===== config.mk =====
export PLATFORM = sky130hd
export DESIGN_NAME = bf_seq
export DESIGN_NICKNAME = d
export VERILOG_FILES = /design/src/bf_pkg.sv /design/src/bf_seq.sv
export SDC_FILE = /design/constraint.sdc
export NUM_CORES = 1
export LEC_CHECK = 0
export BUFFER_PORTS_ARGS = -buffer_cell sky130_fd_sc_hd__buf_2
export CAP_MARGIN = 20
export CELL_PAD_IN_SITES_DETAIL_PLACEMENT = 1
export CELL_PAD_IN_SITES_GLOBAL_PLACEMENT = 1
export CORE_UTILIZATION = 35
export DETAILED_ROUTE_END_ITERATION = 6
export GPL_ROUTABILITY_DRIVEN = 0
export PLACE_DENSITY = 0.72
export SLEW_MARGIN = 20
export SYNTH_ARGS = -nofsm -noshare
export SYNTH_HDL_FRONTEND = slang
export SYNTH_SLANG_ARGS = --single-unit

===== constraint.sdc =====
create_clock -name clk -period 2.3 [get_ports clk]
set_input_delay 0.46 -clock clk [delete_from_list [all_inputs] [get_ports clk]]
set_output_delay 0.46 -clock clk [all_outputs]
set_load 0.02 [all_outputs]

===== src/bf_pkg.sv =====
`default_nettype none
// ----------------------------------------------------------------------------
// bf_pkg
// shared types and constants for the blowfish block cipher
// ----------------------------------------------------------------------------
package bf_pkg;

  localparam int ROUNDS_DEF = 16;
  localparam int SBOX_WORDS = 'h400;
  localparam int SBOX_SIZE  = 'h100;
  localparam int SBOX_AW    = 8;
  localparam int P_WORDS    = 18;
  localparam int P_AW       = 5;
  localparam int IDX_W      = 11;

  localparam logic [1:0] FUNC_LOAD = 2'd0;
  localparam logic [1:0] FUNC_ENC  = 2'd1;
  localparam logic [1:0] FUNC_DEC  = 2'd2;

  typedef struct packed {
    logic [1:0]       func;
    logic [IDX_W-1:0] table_index;
    logic [31:0]      table_word;
    logic [31:0]      left_half;
    logic [31:0]      right_half;
  } req_word_t;

  typedef struct packed {
    logic [31:0] left_out;
    logic [31:0] right_out;
  } rsp_word_t;

  typedef enum logic [1:0] {
    ST_IDLE,
    ST_PRIME,
    ST_RUN,
    ST_FINISH
  } state_t;

  typedef struct packed {
    logic            start;
    logic            prime;
    logic            run;
    logic            last;
    logic            finish;
    logic            out_load;
    logic [P_AW-1:0] p_addr;
  } ctl_t;

endpackage
`default_nettype wire


===== src/bf_seq.sv =====
`default_nettype none
// ----------------------------------------------------------------------------
// bf_seq
// round sequencer: state machine, round count and subkey address order
// ----------------------------------------------------------------------------
module bf_seq #(
  parameter int ROUNDS = bf_pkg::ROUNDS_DEF
) (
  input  wire logic        clk,
  input  wire logic        rst,
  input  wire logic        req_valid,
  input  wire logic [1:0]  req_func,
  input  wire logic        out_free,
  output logic             req_ready,
  output bf_pkg::ctl_t     ctl
);
  import bf_pkg::*;

  localparam int CW = $clog2(ROUNDS);
  localparam logic [CW-1:0]   CNT_LAST = CW'(ROUNDS - 1);
  localparam logic [P_AW-1:0] RK0      = P_AW'(ROUNDS);
  localparam logic [P_AW-1:0] RK1      = P_AW'(ROUNDS + 1);

  state_t          state, state_next;
  logic [CW-1:0]   cnt, cnt_next;
  logic            dec, dec_next;
  logic            dec_now;
  logic [P_AW-1:0] step;

  function automatic logic [P_AW-1:0] key_addr(input logic [P_AW-1:0] j, input logic d);
    if (j < RK0) begin
      return d ? RK1 - j : j;
    end else if (j == RK0) begin
      return d ? P_AW'(0) : RK1;
    end else begin
      return d ? P_AW'(1) : RK0;
    end
  endfunction

  always_ff @(posedge clk) begin
    if (rst) begin
      state <= ST_IDLE;
      cnt   <= '0;
      dec   <= 1'b0;
    end else begin
      state <= state_next;
      cnt   <= cnt_next;
      dec   <= dec_next;
    end
  end

  always_comb begin
    state_next = state;
    cnt_next   = cnt;
    dec_next   = dec;
    dec_now    = dec;
    req_ready  = 1'b0;
    step       = '0;
    ctl        = '0;
    unique case (state)
      ST_IDLE: begin
        req_ready = 1'b1;
        dec_now   = (req_func == FUNC_DEC);
        if (req_valid && (req_func == FUNC_ENC || req_func == FUNC_DEC)) begin
          ctl.start  = 1'b1;
          state_next = ST_PRIME;
          dec_next   = dec_now;
          cnt_next   = '0;
        end
      end
      ST_PRIME: begin
        ctl.prime  = 1'b1;
        step       = P_AW'(1);
        state_next = ST_RUN;
      end
      ST_RUN: begin
        ctl.run = 1'b1;
        step    = P_AW'(cnt) + P_AW'(2);
        if (cnt == CNT_LAST) begin
          ctl.last   = 1'b1;
          state_next = ST_FINISH;
        end else begin
          cnt_next = cnt + 1'b1;
        end
      end
      ST_FINISH: begin
        ctl.finish = 1'b1;
        step       = RK1;
        if (out_free) begin
          ctl.out_load = 1'b1;
          state_next   = ST_IDLE;
        end
      end
      default: begin
        state_next = ST_IDLE;
      end
    endcase
    ctl.p_addr = key_addr(step, dec_now);
  end

endmodule
`default_nettype wire

==> flow_metrics.tcl, run 1 <==
set metrics [dict create \
    syn_inst 81 \
    dieArea_um2 2000 \
    p_leak_uw 0.000429 \
    grt_antenna_before_repair 0 \
    routedWlPerCell_um 13.5 \
    setup_violations 1 \
    core_um2 1730 \
    hold_slack_ps 435 \
    synth.area.top_cells "dfxtp_1 (22%), ha_1 (16%), xor2_1 (6.9%), nor2_1 (6.5%), a21oi_1 (5.5%)" \
    slowest_delay_ps 370 \
    synth_fp_nets 95 \
    fin_crit_sh_pct 101 \
    path_class "flip-flop to primary output" \
    synth-seq-cells 7 \
    wirelength_um 1730 \
    grt_overflow 0 \
    critPathSlowestCell "dfxtp_4" \
    ant_nets 0 \
    ir_drop_mv 0.796 \
    cp_cell_sequence "inv_4 -> ha_4 -> nor2b_4 -> nand2_2 -> ha_4 -> a41oi_2 -> xor2_2 -> buf_6" \
    period_minus_slack_ps 2310 \
    crit_buf_inv 2 \
    syn_to_final_growth_pct 45.3 \
    start_kind "flip-flop" \
    diodes 0 \
    outcome "complete, but fails checks" \
    setup_slack_ps -13.5 \
    power_density_nw_per_um2 1040 \
    vias 666 \
    cpMostUsedCell "ha_4" \
    clkSinkCount 7 \
    port-buffer-count 17 \
    fp.dieH_um 44.7 \
    die_width_um 44.7 \
    drv_cap 0 \
    final_layout_size_suffix_gt1_share_pct 45.6 \
    synth_area_um2 638 \
    num_rows 15 \
    synth_top_area_cell "dfxtp_1" \
    dp_hpwl_um 1350 \
    final.setup.tns_ps -13.5 \
    first_pass_iters 4 \
    insertion_delay_ps 260 \
    cts_tree "done" \
    cts.htree.levels 1 \
    drtIter0Drc 11 \
    cts_root_buffer "clkbuf_4" \
    numCtsBuffers 3 \
    start_util_pct 37.0 \
    skew_ps 1.61 \
    rsz0062_at_grt "yes" \
    slew_headroom_pct 61.8 \
    grt_pass1_vias 622 \
    avgSynthCellArea_um2 7.88 \
    critPathArrivalTime_ps 1850 \
    grt_usage_pct 19.5 \
    clock_path_buffers 2 \
    ios 18 \
    drc_errors 0 \
    ys_types 28 \
    ys_seq_area_share_pct 22.0 \
    synth.top_cell.area_share_pct 22.0 \
    yosysWarningCount 0 \
    crit_path_end_kind "primary output" \
    grt_pass1_wl_um 2780 \
    viasPerCell 5.20 \
    violations "negative setup slack" \
    path_clk_slew_ps 50 \
    final_max_slew_viol_count 0 \
    fmax_mhz 432 \
    crit_path_max_fanout 5 \
    finalHoldViolCount 0 \
    fin_nets 118 \
    grt_max_degree 9 \
    worst_slew_pin_slew_ps 573 \
    crit_family "flip-flops" \
    hp-class "input port to flip-flop" \
    required_ps 1840 \
]
==> worst paths after layout <==
check | startpoint | endpoint | slack, ps | depth (start not counted)
worst max-delay path | state[0]$_SDFFE_PP0P_ | ctl[0] | -10 | 8
worst min-delay path | rst | state[1]$_SDFFE_PP0P_ | 440 | 2
worst max register to register | state[0]$_SDFFE_PP0P_ | state[0]$_SDFFE_PP0P_ | 530 | 6
worst min register to register | cnt[1]$_SDFFE_PP0P_ | cnt[1]$_SDFFE_PP0P_ | 520 | 2
==> cells in the final DEF (no fill, tap or decap), types with 3 or more instances in the layout <==
cell type,instances
a21oi_1,5
buf_2,16
inv_1,5
buf_4,4
ha_1,5
dfxtp_1,4
nor2_1,9
buf_6,3
ha_4,3
xor2_1,4
nand2_1,3
clkbuf_4,3
==> routing by layer <==
| layer | wire length (um) | GRT usage (%) |
|---|---|---|
| met5 | 0 | 0 |
| met1 | 811 | 25.1 |
| met2 | 835 | 30.9 |
| met3 | 58 | 4.80 |
| met4 | 29 | 9.09 |
==> state kept, by name, summed over array words and instances (netlist names) <==
| register | flops |
|---|---|
| dec | 1 |
| state | 2 |
| cnt | 4 |
==> area by class of cell <==
class,count,area (um^2)
clock buffers,4,26.3
inverters,7,28.8
flip-flops and latches,7,149
well taps,25,31.3
repair buffers,23,144
multi-input cells,62,548
fillers,212,800
==> cells in the mapped netlist <==
master     instances
a21oi_1            7
o211ai_1           1
nor2_1            11
a221oi_1           1
o21ai_1            1
o2111ai_1          1
and2_1             1
a2111oi_0          1
xor2_1             5
nand3_2            1
inv_1              7
a41o_1             1
nand4_1            2
ha_1               8
and3_2             1
nand2b_1           3
nand2_1            4
dfxtp_1            7
a311oi_1           1
nor2b_1            1
a31oi_1            1
nand3_1            1
buf_2              5
a21o_1             2
a222oi_1           1
a41oi_1            2
mux2i_1            3
and3b_1            1
==> power breakdown <==
group	internal [uW]	switching, uW	total [uW]	leakage [uW]
Sequential	151	38.4	190	0.0000587
Combinational	293	364	656	0.000356
Clock	66.7	52.6	119	0.0000150
Total	511	455	965	0.000429
==> cell families (layout without fill, tap and decap cells) <==
| logic type | after synthesis | count (layout) | synth area share (%) |
|---|---|---|---|
| and+or+nand+nor | 26 | 26 | 20.6 |
| AOI/OAI and AO/OA | 20 | 20 | 22.2 |
| buffers and inverters | 12 | 34 | 8.04 |
| adders and majority gates | 8 | 8 | 15.7 |
| DFF | 7 | 7 | 22.0 |
| xor gates and xnor gates | 5 | 5 | 6.86 |
| muxes | 3 | 3 | 4.71 |
==> what timing repair did <==
action	in CTS	in global routing
setup buffers	2	0
hold endpoints to repair	0	0
hold buffers	0	0
pin swaps	5	4
setup endpoints to repair	4	4
gates resized for setup	10	11
==> worst reg2reg max path, delay by kind of cell, from the launching register on <==
kind / cells / cell delay, ps
adder cells (fa/ha/maj): 1 / 170
AND/OR/NAND/NOR: 1 / 110
buffers and inverters: 2 / 200
AO/OA/AOI/OAI: 2 / 810
flip-flops: 1 / 390
==> per-stage QoR <==
stage | utilization, % | instance area [um^2] | power, uW | std cells | setup WS [ps]
2_1_floorplan | - | 688 | 588 | 81 | 27.5
3_3_place_gp | 46.7 | 807 | 707 | 122 | 163
3_5_place_dp | 46.7 | 807 | 713 | 122 | 88.2
4_1_cts | 51.4 | 887 | 915 | 128 | 0.469
5_1_grt | 53.7 | 927 | 1030 | 128 | -79.4
6_report | 53.7 | 927 | 965 | 128 | -13.5
No activity file was read; power rests on OpenSTA's default activity.
==> run 2: changes to the inputs <==
CORE_MARGIN = 3   (was unset)
==> run 2 against run 1 <==
  * The flow still finishes with violations (negative setup slack)
  * Worst hold slack improved by 23 ps
  * Sequential power is essentially flat
  * Die area grew 19%
  * Critical path depth did not move
  * Critical endpoint unchanged
  * Sequential share of layout area decreased by 0.36 points
  * Global-route usage is 0.40 points higher
  * Total power is 5.0% higher
  * Largest power group unchanged
  * Non-clock buffer count increased by 6
  * Utilization increased by 5.2 points
  * Cell area increased by 2.3%
  * Highest routed layer unchanged
  * Clock-buffer cell count stayed put
  * Final cell count grew 3.9%
  * Largest cell class unchanged
==> flow_metrics.tcl, run 2 (same netlist as run 1, synthesis figures left out) <==
set metrics [dict create \
    outcome "complete, but fails checks" \
    violations "negative setup slack" \
    grt_antenna_before_repair 0 \
    worst_slew_pin_slew_ps 572 \
    start_kind "flip-flop" \
    routedWlPerCell_um 15.3 \
    dieArea_um2 2370 \
    path_class "flip-flop to primary output" \
    fp.dieH_um 48.7 \
    cp_cell_sequence "inv_4 -> ha_4 -> nor2b_4 -> nand2b_1 -> ha_2 -> a41oi_2 -> xor2_2 -> buf_4" \
    start_util_pct 39.6 \
    grt_usage_pct 19.9 \
    numCtsBuffers 3 \
    grt_max_degree 8 \
    vias 713 \
    slew_headroom_pct 61.9 \
    hp-class "input port to flip-flop" \
    drv_cap 0 \
    mostFrequentLayoutCells "buf_2 (14), buf_4 (12), nor2_1 (9)" \
    crit_path_max_fanout 6 \
    critPathArrivalTime_ps 1860 \
    p_leak_uw 0.000452 \
    reg_top3 "cnt x4, state x2, dec x1" \
    power_density_nw_per_um2 1070 \
    rsz0062_at_grt "yes" \
    core_um2 1610 \
    cts_tree "done" \
    fin_nets 124 \
    grt_overflow 0 \
    fin_crit_sh_pct 101 \
    drc_errors 0 \
    final_layout_size_suffix_gt1_share_pct 46.8 \
    grt_pass1_wl_um 3640 \
    insertion_delay_ps 250 \
    ant_nets 0 \
    drtIter0Drc 6 \
    hold_buffers 0 \
    clock_path_buffers 2 \
    ios 18 \
    wirelength_um 2040 \
    period_minus_slack_ps 2320 \
    largest_register_ff_count 4 \
    diodes 0 \
    final_max_slew_viol_count 0 \
    syn_to_final_growth_pct 48.6 \
    ir_drop_mv 0.623 \
    slowest_delay_ps 360 \
    crit_path_end_kind "primary output" \
    required_ps 1840 \
    first_pass_iters 4 \
    cts_root_buffer "clkbuf_4" \
    die_width_um 48.7 \
    num_rows 14 \
    cts.htree.levels 1 \
    clkSinkCount 7 \
    top_register "cnt" \
    path_clk_slew_ps 50 \
    port-buffer-count 17 \
    setup_slack_ps -17.6 \
    post-route-util_pct 58.9 \
    fmax_mhz 431 \
    dp_hpwl_um 1460 \
    viasPerCell 5.36 \
    skew_ps 1.01 \
    grt_pass1_vias 771 \
    finalHoldViolCount 0 \
    hold_slack_ps 458 \
    final_common_cell "buf_2" \
    setup_violations 1 \
    critPathSlowestCell "dfxtp_4" \
]
## run 2: worst max-delay path, delay by kind of cell, from the launching register on
| family | cells | cell delay, ps |
|---|---|---|
| AO/OA/AOI/OAI | 1 | 190 |
| XOR/XNOR | 1 | 170 |
| adder cells (fa/ha/maj) | 2 | 380 |
| buffers and inverters | 2 | 230 |
| flip-flops | 1 | 360 |
| AND/OR/NAND/NOR | 2 | 290 |
## run 2: final cells by class
type                    count  area, um^2
flip-flops and latches      7         149
clock buffers               4        26.3
inverters                   7        31.3
fillers                   210         663
well taps                  24        30.0
multi-input cells          62         518
repair buffers             29         194
## run 2: through the flow
step	power, uW	TNS (ps)	instance area, um^2	cells	setup slack (ps)
after floorplan	588	0	688	81	27.5
after global placement	718	0	813	122	110
after detailed placement	733	0	813	122	26.7
after CTS	997	-0.342	938	133	-0.342
after global routing	1100	-302	948	133	-124
final	1010	-17.6	948	133	-17.6
## run 2: metal layers
layer | share of wire [%] | global-route usage, % | routed length (um)
met5 | 0 | 0 | 0
met4 | 2.6 | 9.95 | 54
met3 | 3.4 | 6.44 | 70
met2 | 50 | 32.6 | 1020
met1 | 44 | 23.2 | 897
## run 2: path summary, 6_finish.rpt
check | start | to | slack [ps] | cells past startpoint
max | state[0]$_SDFFE_PP0P_ | ctl[0] | -20 | 8
min | rst | cnt[1]$_SDFFE_PP0P_ | 460 | 2
max reg2reg | state[1]$_SDFFE_PP0P_ | state[0]$_SDFFE_PP0P_ | 260 | 8
min reg2reg | cnt[1]$_SDFFE_PP0P_ | cnt[1]$_SDFFE_PP0P_ | 510 | 2
## run 2: power breakdown
| part | internal (uW) | switching [uW] |
|---|---|---|
| clock | 66.1 | 43.5 |
| sequential | 152 | 38.3 |
| combinational | 332 | 382 |
| total | 550 | 464 |
## run 2: what timing repair did
action / 4_1_cts / 5_1_grt
cloned: 0 / 0
hold endpoints to repair: 0 / 0
pin swaps: 7 / 1
endpoints found under the setup margin: 3 / 4
gates resized for setup: 17 / 3
setup buffers: 7 / 0
